## config.mk

```make
export PLATFORM = sky130hd
export DESIGN_NAME = sf_back
export DESIGN_NICKNAME = d
export VERILOG_FILES = /design/src/rtl/sf_pkg.sv /design/src/rtl/sf_back.sv
export SDC_FILE = /design/constraint.sdc
export NUM_CORES = 1
export LEC_CHECK = 0
export ABC_CLOCK_PERIOD_IN_PS = 4330
export BUFFER_PORTS_ARGS = -buffer_cell sky130_fd_sc_hd__buf_2
export CORE_AREA = 3 3 156 158
export DETAILED_ROUTE_END_ITERATION = 10
export DIE_AREA = 0 0 159 161
export GPL_ROUTABILITY_DRIVEN = 0
export GPL_TIMING_DRIVEN = 0
export HOLD_SLACK_MARGIN = 0.12
export SLEW_MARGIN = 5
export SYNTH_ARGS = -nofsm -noshare
export SYNTH_HDL_FRONTEND = slang
export SYNTH_SLANG_ARGS = --single-unit
```

## constraint.sdc

```tcl
create_clock -name aclk -period 4.33 [get_ports aclk]
set_input_delay 0.866 -clock aclk [delete_from_list [all_inputs] [get_ports aclk]]
set_output_delay 0.866 -clock aclk [all_outputs]
set_load 0.05 [all_outputs]
```

## src/rtl/sf_pkg.sv

```systemverilog
package sf_pkg;

    localparam int MAX_BINS  = 4096;
    localparam int MAG_BITS  = 16;
    localparam int IDX_W     = $clog2(MAX_BINS);
    localparam int CNT_W     = 13;
    localparam int SUM_W     = 2 * MAG_BITS + IDX_W;
    localparam int ROOT_W    = (SUM_W + 1) / 2;
    localparam int RAD_W     = 2 * ROOT_W;
    localparam int REM_W     = ROOT_W + 2;
    localparam int FRAC_BITS = 8;
    localparam int DIV_W     = ROOT_W + FRAC_BITS;
    localparam int STEP_W    = $clog2(DIV_W);
    localparam int FLUX_W    = 24;
    localparam int QDEPTH    = 4;
    localparam int QPTR_W    = $clog2(QDEPTH);
    localparam int QCNT_W    = $clog2(QDEPTH + 3);

    localparam logic [CNT_W-1:0] BIN_COUNT_RESET = CNT_W'(513);

    typedef struct packed {
        logic [SUM_W-1:0] sum;
        logic [CNT_W-1:0] count;
    } sf_job_t;

    typedef enum logic [1:0] {
        ST_IDLE,
        ST_SQRT,
        ST_DIV,
        ST_DONE
    } sf_state_t;

    function automatic logic [CNT_W-1:0] sf_eff_count(input logic [CNT_W-1:0] raw);
        logic [CNT_W-1:0] c;
        c = raw;
        if (c == '0) begin
            c = CNT_W'(1);
        end
        if (c > CNT_W'(MAX_BINS)) begin
            c = CNT_W'(MAX_BINS);
        end
        return c;
    endfunction

endpackage

```

## src/rtl/sf_back.sv

```systemverilog
module sf_back import sf_pkg::*; (
    input  logic              aclk,
    input  logic              aresetn,
    input  logic              job_valid,
    input  sf_job_t           job,
    output logic              job_pop,
    output logic              out_valid,
    input  logic              out_ready,
    output logic [FLUX_W-1:0] out_flux
);

    sf_state_t          state_reg, state_next;
    logic [RAD_W-1:0]   rad_reg;
    logic [REM_W-1:0]   rem_reg;
    logic [ROOT_W-1:0]  root_reg;
    logic [CNT_W-1:0]   cnt_reg;
    logic [DIV_W-1:0]   dvd_reg;
    logic [CNT_W-1:0]   drem_reg;
    logic [STEP_W-1:0]  step_reg;
    logic               out_valid_reg;
    logic [FLUX_W-1:0]  out_flux_reg;

    logic               out_free;
    logic               load_out;
    logic               last_step;

    logic [REM_W:0]     rem_sh;
    logic [REM_W:0]     trial;
    logic               sq_take;
    logic [REM_W-1:0]   rem_step;
    logic [ROOT_W-1:0]  root_step;

    logic [CNT_W:0]     drem_sh;
    logic               dv_take;
    logic [CNT_W-1:0]   drem_step;
    logic [DIV_W-1:0]   dvd_step;
    logic [FLUX_W-1:0]  flux_sat;

    assign out_free  = !out_valid_reg || out_ready;
    assign last_step = (step_reg == '0);

    assign rem_sh    = {rem_reg[REM_W-2:0], rad_reg[RAD_W-1 -: 2]};
    assign trial     = (REM_W + 1)'({root_reg, 2'b01});
    assign sq_take   = rem_sh >= trial;
    assign rem_step  = sq_take ? REM_W'(rem_sh - trial) : REM_W'(rem_sh);
    assign root_step = {root_reg[ROOT_W-2:0], sq_take};

    assign drem_sh   = {drem_reg, dvd_reg[DIV_W-1]};
    assign dv_take   = drem_sh >= {1'b0, cnt_reg};
    assign drem_step = dv_take ? CNT_W'(drem_sh - {1'b0, cnt_reg}) : CNT_W'(drem_sh);
    assign dvd_step  = {dvd_reg[DIV_W-2:0], dv_take};

    assign flux_sat  = (dvd_reg > DIV_W'({FLUX_W{1'b1}})) ? {FLUX_W{1'b1}}
                                                         : FLUX_W'(dvd_reg);

    always_comb begin
        state_next = state_reg;
        case (state_reg)
            ST_IDLE: begin
                if (job_valid) begin
                    state_next = ST_SQRT;
                end
            end
            ST_SQRT: begin
                if (last_step) begin
                    state_next = ST_DIV;
                end
            end
            ST_DIV: begin
                if (last_step) begin
                    state_next = ST_DONE;
                end
            end
            ST_DONE: begin
                if (out_free) begin
                    state_next = ST_IDLE;
                end
            end
            default: begin
                state_next = ST_IDLE;
            end
        endcase
    end

    always_comb begin
        job_pop  = 1'b0;
        load_out = 1'b0;
        case (state_reg)
            ST_IDLE: begin
                job_pop = job_valid;
            end
            ST_DONE: begin
                load_out = out_free;
            end
            default: begin
                job_pop  = 1'b0;
                load_out = 1'b0;
            end
        endcase
    end

    always_ff @(posedge aclk) begin
        case (state_reg)
            ST_IDLE: begin
                rad_reg  <= RAD_W'(job.sum);
                cnt_reg  <= job.count;
                rem_reg  <= '0;
                root_reg <= '0;
                step_reg <= STEP_W'(ROOT_W - 1);
            end
            ST_SQRT: begin
                rad_reg  <= {rad_reg[RAD_W-3:0], 2'b00};
                rem_reg  <= rem_step;
                root_reg <= root_step;
                if (last_step) begin
                    dvd_reg  <= {root_step, FRAC_BITS'(0)};
                    drem_reg <= '0;
                    step_reg <= STEP_W'(DIV_W - 1);
                end else begin
                    step_reg <= step_reg - STEP_W'(1);
                end
            end
            ST_DIV: begin
                dvd_reg  <= dvd_step;
                drem_reg <= drem_step;
                step_reg <= step_reg - STEP_W'(1);
            end
            default: begin
                step_reg <= step_reg;
            end
        endcase
        if (load_out) begin
            out_flux_reg <= flux_sat;
        end
    end

    always_ff @(posedge aclk) begin
        if (!aresetn) begin
            state_reg     <= ST_IDLE;
            out_valid_reg <= 1'b0;
        end else begin
            state_reg <= state_next;
            if (load_out) begin
                out_valid_reg <= 1'b1;
            end else if (out_ready) begin
                out_valid_reg <= 1'b0;
            end
        end
    end

    assign out_valid = out_valid_reg;
    assign out_flux  = out_flux_reg;

endmodule
```

[Word-level counts from Yosys, hierarchy flattened]
Index checks and enable logic that the tools add are counted.
Operators by class
  $lt $le $gt $ge: 3
  bitwise operators: 0
  add/sub/neg operators: 3
  shift operators: 0
  multiplexer cells: 20
  $mul: 0
  divide/modulo/power cells: 0
  reduce and logical (&&, ||, !) cells: 10
  eq/ne operators: 7
Operator list (number)
  $pmux W44 S2: 1
  $pmux W30 S2: 1
  $pmux W23 S2: 1
  $pmux W22 S2: 1
  $gt A30 B24 Y1 const B: 1
  $mux W30: 1
  $mux W13: 2
  $pmux W13 S2: 1
  $ge A25 B24 Y1: 1
  $mux W23: 1
  $sub A23 B23 Y23: 1
  $pmux W5 S3: 1
  $ge A14 B13 Y1: 1
  $sub A13 B13 Y13: 1
  $mux W2: 4
  $ne A2 B2 Y1 const B: 4
  $pmux W2 S4: 1
  $reduce_bool A2 Y1: 3
  $logic_not A5 Y1: 1
  $mux W5: 1
  $sub A5 B1 Y5 const B: 1
  $eq A2 B2 Y1 const B: 2
  $mux W1: 4
  $reduce_and A4 Y1: 1
  other kinds (6): 6
Storage, ports and cells
  register bits after elaboration: 177
  latch bits: 0
  memories: 0
  memory bits (writable): 0
  output and inout bits: 26
  bits in read-only memories: 0

[Longest topological paths before layout]
  depth in word-level cells: 4
  depth in mapped cells: 12

[Worst setup path after synthesis]
Ideal clock, no wire load.
  path type: reg2reg
  from: register state_reg[0]
  to: register drem_reg[0], enable pin
  setup slack: -368 ps
  required time: 3827 ps
  cell stages (with the launch flop): 7
  data arrival time: 4195 ps
  path buffers: 2
  clock period less this slack: 4698 ps
  path through: dfxtp_1 inv_1 ha_1 clkbuf_1 inv_1 clkbuf_1 o21ai_0
Between the ends
  longest elaborated chain between the ends: 3
  elaborated cells on any way between the ends: 5
  those cells by class: 3 x eq/ne; 2 x reduce/logical
Ends and longest elaborated chain
  from (decl): line sf_back.sv:12  | sf_state_t state_reg, state_next;
  from (signal assigned): line sf_back.sv:142  | state_reg <= state_next;
  $eq A2 B1 Y1 or $eq A2 B2 Y1 (tied branches): line sf_back.sv:103  | case (state_reg)
  $ne A2 B2 Y1 (no line) or $reduce_bool A2 Y1 (tied branches)
  $reduce_and A2 Y1 (no line) *
  to (signal assigned): line sf_back.sv:125  | drem_reg <= drem_step;
  to (decl): line sf_back.sv:18  | logic [CNT_W-1:0] drem_reg;
Mark *: on every way between the ends. The rest lies on a longest branch, timed or not.
A chain may end at the register's enable or synchronous reset.

[Worst setup path after layout]
  from: register state_reg[1]
  to: register rad_reg[39], enable pin
Between the ends
  longest elaborated chain between the ends: 2
  elaborated cells on any way between the ends: 3
  those cells by class: 1 x eq/ne; 2 x reduce/logical
Ends and longest elaborated chain
  $eq A2 B1 Y1 or $logic_not A2 Y1 (tied branches): line sf_back.sv:103
  $reduce_bool A2 Y1 (no line) *
  to (signal assigned): line sf_back.sv:105  | rad_reg <= RAD_W'(job.sum);
  to (signal assigned): line sf_back.sv:112  | rad_reg <= {rad_reg[RAD_W-3:0], 2'b00};
  to (decl): line sf_back.sv:13  | logic [RAD_W-1:0] rad_reg;
Marked as above.

==> metrics.txt <==
status=finished, final reports clean; Worst R2R Path Depth=8; CP endpoint=rad_reg[39]; initial antenna violation count=1; met1 usage=around a fifth; Largest delay share family, worst path=buffers and inverters; Rel. slew slack=between 40% and 50%; Setup Fix Bufs, Post-CTS=0; clock latency on the worst-skew pair=0.43 ns; gr usage total=~15%; Vias=roughly 6,100; CTS sink count=around 180; final slew viol count=0; DP HPWL=13.6 mm; DR iter-0 viols=368; syn_nets=approximately 900; R2R Path End=rad_reg[39]; CTS tree=done; gr busiest metal=met2; dpl ws=approximately 1.1 ns; Post-Syn Area per Cell=between 10 and 15 um^2; Starting Density=approximately two fifths; GRT met3 Usage=around 4.3%; Vias/cell=5.03; final setup margin=1.20 ns; Pre-Repair DR Iteration Count=5; crit path cell chain=inv_1 > ha_1 > clkbuf_1 > inv_1 > clkbuf_1 > buf_1 > nand2_4 > buf_16; clock buffer depth=2; # diodes=0; Root Driver=clkbuf_16; most used flip-flop cell after synthesis=edfxtp_1; synth warn=0; worst slew pin tran=between 0.7 and 0.8 ns; Worst path depth=8; RSZ-0062 raised after global routing=false; data arrival time of the critical path=3.29 ns; Final Critical Period=3.13 ns; clk_skew=0.00988 ns; Critical Path Max Stage Delay=0.51 ns; core area=roughly 23,000 um^2; ys async rst share=0%; Bufs and invs on worst path=6; H-Tree Depth=4; most frequent cells in the layout=edfxtp_1 (174), buf_2 (90), inv_1 (56), nor2_1 (56), nand2_1 (48); Routed WL per cell=~16 um; PnR Total Power=approximately 9 mW; NumNets Final=between 900 and 1,000; largest net degree at the start of global routing=57; ANT nets after route=0; # rows=56; vias in the first global route=6,125; max FFs per register=44; peak supply drop=between 300 and 400 uV; Critical Path End Type=flip-flop; critical path class=reg -> reg; Total Wirelength=19.0 mm; setup TNS=0 ns; synthesized instance count=774; post-route cell area=~11,000 um^2; I/O pin cnt=between 80 and 90; layout cell share with drive strength beyond 1=a little under a quarter; Final Cycle Share=72.4%; WP data required=4.48 ns; Yosys cell types=just under 60; Worst-path clk slew=roughly 0.070 ns; DRC=0; # fillers=2,201; die width=159 um; crit path max-delay cell type=buf_1; total count of hold-check failures in the final report=0; fin util=46.0%; worst-path maximum fanout=56; cts hold-fix bufs=0; DP Area=10,100 um^2; cts bufs inserted=17; Die H=about 160 um; CTS resizes=0; Static Leak=4.11 nW; Post-Syn Area=a little over 9000 um^2; Hold Path Class=reg -> reg; number of synthesized flops with an enable pin=between 150 and 200; fmax=approximately 320 MHz; Crit. Startpoint=state_reg[1]; # setup viols final=0; sequential share of the synthesized area=between 50 and 60%; PortBufs=86; GRT Residual Overflow=0; Critical R2R Launch=state_reg[1]; most common cell after layout, fill and taps aside=edfxtp_1; Max-cap violations=0; first-pass GRT wire length=about 31 mm; flops & latches, synth=between 150 and 200; Cell Pwr Density=a little over 800 nW/um^2; M2 GR Usage=between 20% and 30%; reg-to-reg setup timing slack=about 1.2 ns; Area growth, synth to finish=16.6%; startpoint types=flip-flop; die footprint=25,600 um^2
-- cell usage after synthesis, types with 2 or more instances --
cell       instances  share of area, %
clkbuf_1          22              0.90
a21o_1            14               1.1
o211ai_1           3              0.25
buf_1              2             0.082
dfxtp_1            3              0.65
o31ai_1            3              0.25
o21ai_0           48               2.6
nor2_1            56               2.3
nor2b_1           10              0.68
inv_1             56               2.3
nor4_2             2              0.27
nand3_1           23               1.3
and2_1            13              0.89
nand2_1           49               2.0
o21bai_1           4              0.33
o31a_1             2              0.19
edfxtp_1         174                57
xor2_1            10              0.95
or3_1              2              0.14
nor3b_1            4              0.33
a21oi_1           46               2.5
mux2i_1           14               1.5
or2_2             25               1.7
ha_1              43               5.9
nor4_1             2              0.14
nand4_1            5              0.34
buf_2              4              0.22
nor3_1            11              0.60
o21ai_1            4              0.22
o2bb2ai_1          3              0.29
xnor2_1           15               1.4
a31oi_1           10              0.68
nand2b_1           4              0.27
o221ai_1           2              0.19
mux2_2            44               5.4
a211oi_1           6              0.49
o21a_1            11              0.90
o22ai_1            5              0.34
-- how the worst min path moves through the flow --
stage,from,end,slack [ns],cells after the start
2_1_floorplan,dvd_reg[0],out_flux[0],0.50,1
3_3_place_gp,dvd_reg[18],out_flux[18],0.52,1
3_5_place_dp,dvd_reg[17],out_flux[17],0.52,1
4_1_cts,dvd_reg[17],out_flux[17],0.54,1
5_1_grt,dvd_reg[17],out_flux[17],0.56,1
6_report,dvd_reg[2],out_flux[2],0.54,1
-- metrics by stage --
step	hold WS (ns)	cells
3_3_place_gp	0.524	1179
4_1_cts	0.538	1212
2_1_floorplan	0.501	774
3_5_place_dp	0.524	1182
5_1_grt	0.558	1212
6_report	0.539	1212
-- per-layer routing --
metal  vias up  share of wire [%]
met5         -              0.037
met4         2                1.2
met3        20                5.3
met2       134                 46
met1      2879                 48
li1       3057                  -
-- area by class of cell --
cell class	count	area, um^2	share of cell area, %
Timing Repair Buffer	89	493	4.61
Clock buffer	18	429	4.01
Tap cell	319	399	3.73
Sequential cell	177	5290	49.4
Multi-Input combinational cell	511	3560	33.3
Inverter	56	210	1.97
Clock inverter	12	179	1.67
Buffer	30	136	1.28
-- worst reg2reg max path, delay by kind of cell (launching register included) --
family                     cells  cell delay [ns]
buffers and inverters          6             1.80
and+or+nand+nor                1             0.44
DFF                            1             0.41
adders and majority gates      1             0.17
-- report_power, final --
group	total, mW	switching (mW)	internal, mW
Clock	1.61	0.687	0.922
Sequential	3.02	0.227	2.79
Combinational	4.12	2.54	1.58
Total	8.75	3.45	5.29
-- cells by family (layout without fill, tap and decap cells) --
logic type / after synthesis / count (layout) / synth area share (%)
AO/OA/AOI/OAI: 173 / 173 / 11.8
AND/OR/NAND/NOR: 211 / 211 / 11.4
multiplexers: 58 / 58 / 6.93
adder cells (fa/ha/maj): 44 / 44 / 6.08
flip-flops: 177 / 177 / 57.6
XOR/XNOR: 25 / 25 / 2.39
buffers and inverters: 86 / 205 / 3.78
Note: power is estimated with default switching activity, not from simulation.
