**src/rtl/sf_pkg.sv**
```systemverilog
package sf_pkg;

    localparam int MAX_BINS  = 4096;
    localparam int MAG_BITS  = 16;
    localparam int IDX_W     = $clog2(MAX_BINS);
    localparam int CNT_W     = 13;
    localparam int SUM_W     = 2 * MAG_BITS + IDX_W;
    localparam int ROOT_W    = (SUM_W + 1) / 2;
    localparam int RAD_W     = 2 * ROOT_W;
    localparam int REM_W     = ROOT_W + 2;
    localparam int FRAC_BITS = 8;
    localparam int DIV_W     = ROOT_W + FRAC_BITS;
    localparam int STEP_W    = $clog2(DIV_W);
    localparam int FLUX_W    = 24;
    localparam int QDEPTH    = 4;
    localparam int QPTR_W    = $clog2(QDEPTH);
    localparam int QCNT_W    = $clog2(QDEPTH + 3);

    localparam logic [CNT_W-1:0] BIN_COUNT_RESET = CNT_W'(513);

    typedef struct packed {
        logic [SUM_W-1:0] sum;
        logic [CNT_W-1:0] count;
    } sf_job_t;

    typedef enum logic [1:0] {
        ST_IDLE,
        ST_SQRT,
        ST_DIV,
        ST_DONE
    } sf_state_t;

    function automatic logic [CNT_W-1:0] sf_eff_count(input logic [CNT_W-1:0] raw);
        logic [CNT_W-1:0] c;
        c = raw;
        if (c == '0) begin
            c = CNT_W'(1);
        end
        if (c > CNT_W'(MAX_BINS)) begin
            c = CNT_W'(MAX_BINS);
        end
        return c;
    endfunction

endpackage

```
**src/rtl/sf_queue.sv**
```systemverilog
module sf_queue import sf_pkg::*; (
    input  logic              aclk,
    input  logic              aresetn,
    input  logic              push,
    input  sf_job_t           push_job,
    input  logic              pop,
    output logic              not_empty,
    output sf_job_t           head_job,
    output logic [QCNT_W-1:0] count
);

    sf_job_t            entries [QDEPTH];
    logic [QPTR_W-1:0]  wr_ptr_reg, rd_ptr_reg;
    logic [QCNT_W-1:0]  count_reg, count_next;
    logic               do_pop;

    assign do_pop    = pop && (count_reg != '0);
    assign not_empty = (count_reg != '0);
    assign head_job  = entries[rd_ptr_reg];
    assign count     = count_reg;

    always_comb begin
        count_next = count_reg;
        if (push && !do_pop) begin
            count_next = count_reg + QCNT_W'(1);
        end else if (do_pop && !push) begin
            count_next = count_reg - QCNT_W'(1);
        end
    end

    always_ff @(posedge aclk) begin
        if (push) begin
            entries[wr_ptr_reg] <= push_job;
        end
    end

    always_ff @(posedge aclk) begin
        if (!aresetn) begin
            wr_ptr_reg <= '0;
            rd_ptr_reg <= '0;
            count_reg  <= '0;
        end else begin
            if (push) begin
                wr_ptr_reg <= wr_ptr_reg + QPTR_W'(1);
            end
            if (do_pop) begin
                rd_ptr_reg <= rd_ptr_reg + QPTR_W'(1);
            end
            count_reg <= count_next;
        end
    end

endmodule

```
**config.mk**
```make
export PLATFORM = sky130hd
export DESIGN_NAME = sf_queue
export DESIGN_NICKNAME = d
export VERILOG_FILES = /design/src/rtl/sf_pkg.sv /design/src/rtl/sf_queue.sv
export SDC_FILE = /design/constraint.sdc
export NUM_CORES = 1
export LEC_CHECK = 0
export BUFFER_PORTS_ARGS = -buffer_cell sky130_fd_sc_hd__buf_2
export CAP_MARGIN = 20
export CORE_MARGIN = 4
export CORE_UTILIZATION = 31
export DETAILED_ROUTE_END_ITERATION = 10
export PLACE_DENSITY_LB_ADDON = 0.3
export SLEW_MARGIN = 15
export SYNTH_ARGS = -nofsm -noshare
export SYNTH_HDL_FRONTEND = slang
export SYNTH_SLANG_ARGS = --single-unit
```
**constraint.sdc**
```tcl
create_clock -name aclk -period 3.5 [get_ports aclk]
set_input_delay 0.35 -clock aclk [delete_from_list [all_inputs] [get_ports aclk]]
set_output_delay 0.35 -clock aclk [all_outputs]
set_load 0.01 [all_outputs]
```
== Yosys cells after proc, flatten, opt, wreduce, memory -nomap -nowiden ==
Memories as Yosys holds them, arrays and structs flattened. A register that Yosys moved wholly into a read port is not among the register bits.
Index checks and enable logic that the tools add are counted.

* Muxes and demuxes: 6
* Add/sub/neg operators: 4
* Reduce and logical (&&, ||, !) cells: 7

{| class="wikitable"
|+ Operator list
! cell !! count
|-
| 2-to-1 mux 3 bit || 2
|-
| adder 2 x 1 -> 2 bit (second input constant) || 2
|-
| 2-to-1 mux 2 bit || 2
|-
| adder 3 x 1 -> 3 bit (second input constant) || 1
|-
| logical AND 1 bit || 3
|-
| nonzero test 3 bit || 1
|-
| subtractor 3 x 1 -> 3 bit (second input constant) || 1
|-
| logical NOT 1 bit || 2
|-
| 2-to-1 mux 1 bit || 2
|-
| nonzero test 2 bit || 1
|}

* Memories kept: 1
* Memory bits (writable): 228
* Bits in registers: 7
* Word-level logic and storage cells: 21
* Output and inout port bits: 61
* Input bits: 61

{| class="wikitable"
|+ Memories
! memory !! words !! width !! read ports !! clocked after Yosys merged registers in !! wr ports !! RTL line !! text
|-
| entries || 4 || 57 || 1 || 1 || 1 || sf_queue.sv:12 || <nowiki>sf_job_t entries [QDEPTH];</nowiki>
|}

== Logic depth before layout (Yosys ltp) ==
Gate-level depths: netlist of run 1.

* Depth in word-level cells: 5
* Mapped depth: 7
* Depth with buffers taken out: 7

== Worst setup path after synthesis of run 1 ==
No wires, ideal clock.

* Kind: reg2reg
* Start point: register wr_ptr_reg[0]
* End point: memory entries[2][0] (netlist name) (enable)
* Slack: 1.190 ns
* Stages on the path, launching flop included: 4
* Data required time: 3.079 ns
* Buffers on the path: 0
* Arrival time: 1.890 ns
* Clock period less this slack: 2.310 ns
* Setup time: 0.421 ns
* Cell sequence: dfxtp_1 inv_1 ha_1 and2_1

{| class="wikitable"
|+ RTL lines
! what !! RTL line !! text
|-
| from (decl) || sf_queue.sv:13 || <nowiki>logic [QPTR_W-1:0] wr_ptr_reg, rd_ptr_reg;</nowiki>
|-
| from (signal assigned) || sf_queue.sv:44 || <nowiki>wr_ptr_reg <= wr_ptr_reg + QPTR_W'(1);</nowiki>
|-
| to (decl) || sf_queue.sv:12 ||
|}

Straight into the memory's write port.

==> results_dict.tcl, run 1 <==
set metrics [dict create \
    outcome "complete, no violations" \
    antenna_found_initial 0 \
    dp_hpwl_microns 9160 \
    min_path_type "input port to register" \
    nets 543 \
    ctsRootBufferMaster "clkbuf_16" \
    hold_violations 0 \
    whs_path_depth 1 \
    synth_area_per_cell_sq_um 25.58 \
    ys_top_cells_by_area "edfxtp_1 79%, mux4_2 15%, dfxtp_1 2.1%, ha_1 0.72%, and2_1 0.65%" \
    route.vias.total 3869 \
    worstSetupStartpointType "register" \
    largest_reg_flops 228 \
    crit_required_ps 3150 \
    htreeDepth 1 \
    clockPowerShare 0.360 \
    worst_slew_pin_slew_ps 958.2 \
    antenna_cells 0 \
    r2r_slack_ps 1220 \
    grtUsageTotal 0.1062 \
    internal-power_mw 5.759 \
    drc_errors 0 \
    hold_ws_ps 56.08 \
    die_width_microns 175.2 \
    gp_congestion 0.6635 \
    syn_area_sq_um 8671 \
    cp_max_fo 34 \
    ios 122 \
    switching_power_mw 1.818 \
    vias_per_cell 4.483 \
    ys_ff_latch 237 \
    ys_types 20 \
    port_buffers 121 \
    ctsResizeCount 0 \
    ys_seq_area_frac 0.8104 \
    numClockSinks 237 \
    synth_top_cell_by_area "edfxtp_1" \
    grt_overflow_total 0 \
    wl_microns 16410 \
    clk-insertion-delay-late_ps 500 \
    grt_pass1_wl_microns 25170 \
    syn_to_final_growth_pct 21.62 \
    holdPathEnd "entries[2][0]" \
    r2r_start "count[1]" \
    drtAntennaViolNets 0 \
    setup-violations-final 0 \
    relSlewSlack 0.3612 \
    max_freq_ghz 0.3721 \
    cp_data_arrival_time_ps 2340 \
    rows 60 \
    postCtsHoldBufs 0 \
    clk_pin_slew_ps 60 \
    core-area_sq_um 27250 \
    combPwrFrac 0.181 \
    final_max_slew_viol_count 0 \
    cts_tree "built" \
    r2r_end "count[2]" \
    rsz0062_at_grt "no" \
    post_route_cells_drive_above_1_share 0.4481 \
    min_period_over_period 0.7679 \
    netSwitchingFraction 0.2399 \
    cts_max_path_buffers 3 \
    ir_worst_vdd_v 0.0005656 \
    cts_made_buffers 25 \
    postCtsSetupRepairBufs 0 \
    yosys_warnings 0 \
    p_leak_nw 3.500 \
    netlist.area_leader.share 0.7896 \
    grt_max_degree 58 \
    min_period_ps 2688 \
    synth_cells 339 \
    die-area_sq_um 30710 \
    syn_nets 406 \
    path_class "register to primary output" \
    power_density_nw_per_um2 718.5 \
    start_util 0.3182 \
    clock_skew_ps 3.274 \
    grt_pass1_vias 4335 \
    dr.first_iter.drc_count 227 \
    end_kind "primary output" \
    dr.pass1.iters 4 \
    wl_per_cell_microns 19.02 \
    power_frac_seq 0.458 \
    die_h_microns 175.2 \
    timing.max_cap.violations 0 \
    reg2reg_depth 7 \
    tns_ps 0 \
    worstHoldStart "push_job[0]" \
]
-- how the worst max path moves through the flow --
stage	cells after the start	end	slack, ps
final	3	head_job[51]	810
after global routing	3	head_job[51]	610
after CTS	3	head_job[51]	710
after detailed placement	3	head_job[51]	1260
after global placement	3	head_job[51]	1270
after floorplan	3	entries[2][0]	1190
-- kinds of logic after synthesis --
kind of cell,share of synthesized area
AOI/OAI and AO/OA,0.003896
buffers and inverters,0.01140
and+or+nand+nor,0.009379
adders and majority gates,0.009524
muxes,0.1504
xor gates and xnor gates,0.005051
DFF,0.8104
-- power by group through the flow --
stage	clock (mW)	combinational [mW]	sequential, mW
2_1_floorplan	0	1.04	3.39
3_3_place_gp	0	1.39	3.54
3_5_place_dp	0	1.41	3.55
4_1_cts	2.82	1.42	3.49
5_1_grt	2.95	1.49	3.51
6_report	2.73	1.37	3.47
-- final cells by class --
type	instances	area [sq um]
tap	372	465.4
inverter	3	11.26
fill	2455	16710
multi-input combinational	87	1555
sequential	237	7034
clock buffer	27	633.1
clock inverter	15	220.2
timing repair buffer	122	625.6
-- metal layers --
layer / share of wire / track usage / up-vias
met1: 0.43 / 0.1402 / 2023
met5: 0 / 0 / -
li1: - / - / 1717
met3: 0.067 / 0.03029 / 28
met4: 0.019 / 0.02651 / 0
met2: 0.48 / 0.1748 / 101
-- critical path: stages, from the launching register on --
cell and delay [ps]:
dfxtp_4 670, buf_12 360, mux4_2 570, buf_2 160
-- metrics by stage --
step                setup slack (ps)  utilization  cell area, sq um  total power [mW]  instances
finish                         812.4       0.3870             10550             7.576        863
global route                   607.5       0.3870             10550             7.961        863
CTS                            709.6       0.3870             10550             7.729        863
detailed placement              1264       0.3556              9692             4.959        821
global placement                1268       0.3556              9692             4.926        821
floorplan                       1190            -              8671             4.434        339
-- synthesized netlist by cell type (all sizes together) --
master and n:
dfxtp 9, and2 9, inv 3, o311ai 1
clkbuf 2, edfxtp 228, xor2 2, nor2b 2
or3 2, ha 5, o31ai 1, mux2i 2
mux4 57, xnor2 3, fa 1, a21boi 1
o21ai 1, buf 10
-- cells in the final DEF (no fill, tap or decap) --
cell type / count
edfxtp_1: 228
buf_2: 121
mux4_2: 57
clkbuf_16: 25
dfxtp_1: 7
bufinv_16: 6
clkinv_1: 6
and2_1: 5
ha_1: 5
and2_4: 4
inv_1: 3
xnor2_1: 3
or3_1: 2
xor2_1: 2
mux2i_1: 2
nor2b_1: 2
dfxtp_4: 2
clkbuf_1: 2
clkinv_2: 2
o31ai_2: 1
o311ai_1: 1
o21ai_0: 1
a21boi_0: 1
fa_1: 1
clkinvlp_4: 1
buf_12: 1
(Power assumes the default switching activity.)
==> inputs of run 2 (changes only) <==
- ABC_AREA: default -> 1
- clock period: 3.5 -> 2.61 ns (I/O delays scaled with it)
==> results_dict.tcl, run 2 <==
set metrics [dict create \
    worst_slew_pin_slew_ps 610.7 \
    drtAntennaViolNets 0 \
    hold_ws_ps 71.74 \
    ys_ff_latch 237 \
    cts_made_buffers 26 \
    ys_seq_area_frac 0.7915 \
    ios 122 \
    fin_cells 1196 \
    syn_nets 680 \
    grtUsageTotal 0.1229 \
    die-area_sq_um 31410 \
    crit_required_ps 2350 \
    antenna_found_initial 0 \
    wl_microns 19590 \
    synth_edf_count 228 \
    clk-insertion-delay-late_ps 510 \
    end_kind "primary output" \
    hold_violations 0 \
    syn_area_sq_um 8877 \
    grt_max_degree 59 \
    rows 61 \
    ir_worst_vdd_v 0.0004728 \
    synth_cells 613 \
    grt_pass1_vias 5610 \
    power_density_nw_per_um2 894.6 \
    max_freq_ghz 0.4413 \
    yosysMostFrequentCell "edfxtp_1" \
    async_flop_share 0 \
    die_width_microns 177.2 \
    worstSetupStartpointType "register" \
    min_period_over_period 0.8682 \
    antenna_cells 0 \
    cts_max_path_buffers 3 \
    port_buffers 121 \
    largest_reg_flops 228 \
    dp.cells 1090 \
    drc_errors 0 \
    min_path_type "input port to register" \
    outcome "complete, no violations" \
    postCtsHoldBufs 58 \
    dr.pass1.iters 4 \
    ctsResizeCount 0 \
    nets 865 \
    cts_tree "built" \
    cp_data_arrival_time_ps 2010 \
    synth_top_cell_by_area "edfxtp_1" \
    yosys_warnings 0 \
    dr.first_iter.drc_count 403 \
    syn_to_final_growth_pct 28.20 \
    mostFrequentLayoutCell "edfxtp_1" \
    synth_area_per_cell_sq_um 14.48 \
    post_route_cells_drive_above_1_share 0.2188 \
    path_class "register to primary output" \
    synth_ff_type "edfxtp_1" \
    netlist.area_leader.share 0.7712 \
    numClockSinks 237 \
    clock_skew_ps 11.55 \
    gp_congestion 0.7053 \
    p_total_mw 10.18 \
    route.vias.total 5512 \
    dp_hpwl_microns 11150 \
    final_cell_mix "228 x edfxtp_1, 121 x buf_2, 120 x nor2_1" \
    relSlewSlack 0.5929 \
    setup-violations-final 0 \
    die_h_microns 177.2 \
    timing.max_cap.violations 0 \
    grt_overflow_total 0 \
    yosys-top-cells-count "228 x edfxtp_1, 120 x nor2_1, 109 x o21ai_0" \
    tns_ps 0 \
    clk_pin_slew_ps 60 \
    wl_per_cell_microns 16.38 \
    grt_pass1_wl_microns 30570 \
    core-area_sq_um 28010 \
    min_period_ps 2266 \
    final_max_slew_viol_count 0 \
    rsz0062_at_grt "no" \
    start_util 0.3169 \
    ctsRootBufferMaster "clkbuf_16" \
    cp_max_fo 58 \
    p_leak_nw 4.036 \
    htreeDepth 1 \
    vias_per_cell 4.609 \
    postCtsSetupRepairBufs 0 \
    ys_top_cells_by_area "edfxtp_1 77%, o21ai_0 6.1%, nor2_1 5.1%, o22ai_1 4.0%, dfxtp_1 2.0%" \
    ys_types 18 \
]
-- run 2: changes by cell type after synthesis, moves of 5 or more --
| cell | delta |
|---|---|
| buf_2 | +5 |
| mux4_2 | -57 |
| nand2_1 | +15 |
| o22ai_1 | +57 |
| and2_1 | -9 |
| clkbuf_1 | +15 |
| inv_1 | +11 |
| o21ai_0 | +108 |
| o21ai_1 | +8 |
| a21oi_1 | +5 |
| nor2_1 | +120 |
-- run 2: final cells by class --
class,instances,area [sq um]
multi-input combinational,324,1580
clock inverter,15,145.1
sequential,237,7032
tap,378,473.0
timing repair buffer,193,1391
inverter,16,61.31
clock buffer,33,698.2
fill,2620,16630
-- run 2: critical path: stages (launching register included) --
cell	delay, ps
dfxtp_4	350
buf_4	470
o21ai_0	190
o22ai_1	280
buf_2	190
-- run 2: power by group --
group	internal, mW	switching, mW	total (mW)
logic	0.778	1.39	2.17
clock network	2.18	1.40	3.57
registers	4.37	0.0624	4.44
-- run 2: logic make-up (layout without fill, tap and decap cells) --
group                      Yosys count  in the layout  synth area share
DFF                                237            237            0.7915
AOI/OAI and AO/OA                  179            179            0.1089
and+or+nand+nor                    138            138           0.05877
buffers and inverters               52            257           0.03044
adders and majority gates            6              6          0.009302
xor gates and xnor gates             1              1         0.0009868
-- run 2: stage by stage --
step | util | area, sq um | setup WS [ps]
5_1_grt | 0.4063 | 11380 | 146.1
3_5_place_dp | 0.3555 | 9957 | 841.9
6_report | 0.4063 | 11380 | 343.9
4_1_cts | 0.4063 | 11380 | 280.2
2_1_floorplan | - | 8877 | 499.7
3_3_place_gp | 0.3555 | 9957 | 860.0
-- run 2: final timing paths --
check                      from            end  slack (ps)  cells past startpoint
hold / removal              pop  rd_ptr_reg[0]          70                      3
hold reg to reg   rd_ptr_reg[1]  rd_ptr_reg[1]         520                      2
setup / recovery       register    head_job[6]         340                      4
setup reg to reg       count[0]       count[2]         850                     12
-- run 2: layer usage --
metal  vias to the layer above  wire length (microns)  GRT usage
met5                         -                      0          0
met4                         0                    304    0.02708
met3                        26                   1376    0.02969
met2                       157                   8933     0.1972
met1                      2664                   8971     0.1706
li1                       2665                      -          -
==> inputs of run 3 (changes only) <==
- RECOVER_POWER: default -> 100
==> results_dict.tcl, run 3 (synthesized netlist as in run 2, its figures left out) <==
set metrics [dict create \
    r2r_slack_ps 320 \
    rsz0062_at_grt "no" \
    grt_max_degree 59 \
    drtAntennaViolNets 0 \
    wl_microns 19680 \
    worstSetupStartpointType "register" \
    numClockSinks 237 \
    die-area_sq_um 31410 \
    grt_overflow_total 0 \
    power_density_nw_per_um2 900.1 \
    r2r_start "wr_ptr_reg[0]" \
    worst_slew_pin_slew_ps 1003 \
    reg2reg_depth 5 \
    path_class "register to primary output" \
    regArea_sq_um 7032 \
    max_freq_ghz 0.4251 \
    post_route_cells_drive_above_1_share 0.08068 \
    gp_congestion 0.7053 \
    relSlewSlack 0.3317 \
    grt_pass1_vias 5610 \
    ios 122 \
    grtUsageTotal 0.1229 \
    min_period_over_period 0.9012 \
    cp_data_arrival_time_ps 2090 \
    cts_tree "built" \
    route.vias.total 5529 \
    htreeDepth 1 \
    antenna_cells 0 \
    multiInputGateArea_sq_um 1580 \
    core-area_sq_um 28010 \
    largest_reg_flops 228 \
    timing.max_cap.violations 0 \
    clock_skew_ps 7.357 \
    crit_required_ps 2350 \
    postCtsSetupRepairBufs 0 \
    antenna_found_initial 0 \
    die_width_microns 177.2 \
    drc_errors 0 \
    r2r_end "entries[2][38]" \
    p_leak_nw 3.708 \
    dr.first_iter.drc_count 422 \
    mostFrequentLayoutCell "edfxtp_1" \
    cts_made_buffers 26 \
    min_period_ps 2352 \
    end_kind "primary output" \
    ir_worst_vdd_v 0.0004657 \
    cts_max_path_buffers 3 \
    dp_hpwl_microns 11150 \
    syn_to_final_growth_pct 25.88 \
    dr.pass1.iters 4 \
    clk_pin_slew_ps 60 \
    vias_per_cell 4.623 \
    cp_max_fo 58 \
    hold_violations 0 \
    min_path_type "input port to register" \
    n_fill_cell 2664 \
    ctsRootBufferMaster "clkbuf_16" \
    grt_pass1_wl_microns 30570 \
    final_max_slew_viol_count 0 \
    hold_ws_ps 71.80 \
    final_cell_mix "228 x edfxtp_1, 120 x nor2_1, 115 x clkbuf_1" \
    start_util 0.3169 \
    rows 61 \
    endpoint "head_job[6]" \
    port_buffers 121 \
    wl_per_cell_microns 16.46 \
    tns_ps 0 \
    die_h_microns 177.2 \
    clk-insertion-delay-late_ps 510 \
    outcome "complete, no violations" \
    setup-violations-final 0 \
    nets 865 \
]
[run 3: cell count changes in the layout (fill, tap and decap cells not counted), sizes merged]
| cell | change |
|---|---|
| buf | -114 |
| clkinv | +2 |
| inv | -2 |
| clkbuf | +114 |
[run 3: metal layers]
metal	vias up	part of all wire	GRT usage
li1	2661	-	-
met1	2705	0.47	0.1706
met2	138	0.45	0.1972
met3	25	0.062	0.02969
met4	0	0.015	0.02708
met5	-	0	0
[run 3: how the worst min path moves through the flow]
stage                  from             end  depth (start not counted)
2_1_floorplan   push_job[0]   entries[0][0]                          0
3_3_place_gp   push_job[24]  entries[3][24]                          1
3_5_place_dp   push_job[43]  entries[3][43]                          1
4_1_cts                 pop   rd_ptr_reg[0]                          3
5_1_grt                 pop        register                          3
6_report                pop   rd_ptr_reg[0]                          3
[run 3: worst max-delay path, stage by stage (launching register included)]
cell,delay (ps)
dfxtp_4,350
clkbuf_4,530
o21ai_0,200
o22ai_1,290
buf_2,190
[run 3: cell type report]
class / count / area share
clock inverters: 15 / 0.01299
repair buffers: 193 / 0.1060
inverters: 16 / 0.005486
well taps: 378 / 0.04232
multi-input cells: 324 / 0.1414
clock buffers: 33 / 0.06248
flip-flops and latches: 237 / 0.6293
[run 3: per-stage QoR]
step | total power [mW] | worst slack (ps) | cells | cell area, sq um | util
after floorplan | 5.815 | 499.7 | 613 | 8877 | -
after global placement | 6.642 | 860.0 | 1090 | 9957 | 0.3555
after detailed placement | 6.661 | 841.9 | 1090 | 9957 | 0.3555
after CTS | 10.33 | 280.2 | 1196 | 11380 | 0.4063
after global routing | 10.61 | 78.95 | 1196 | 11170 | 0.3989
final | 10.06 | 257.8 | 1196 | 11170 | 0.3989
[run 3: report_power, final]
group / internal [mW] / switching (mW) / leakage [nW]
sequential: 4.38 / 0.0628 / 2.17
clock: 2.18 / 1.39 / 0.411
combinational: 0.644 / 1.41 / 1.13
[run 3: what timing repair did]
action / in CTS / in global routing
hold buffers: 58 / 0
gates resized for setup: 0 / 0
hold endpoints to repair: 229 / 0
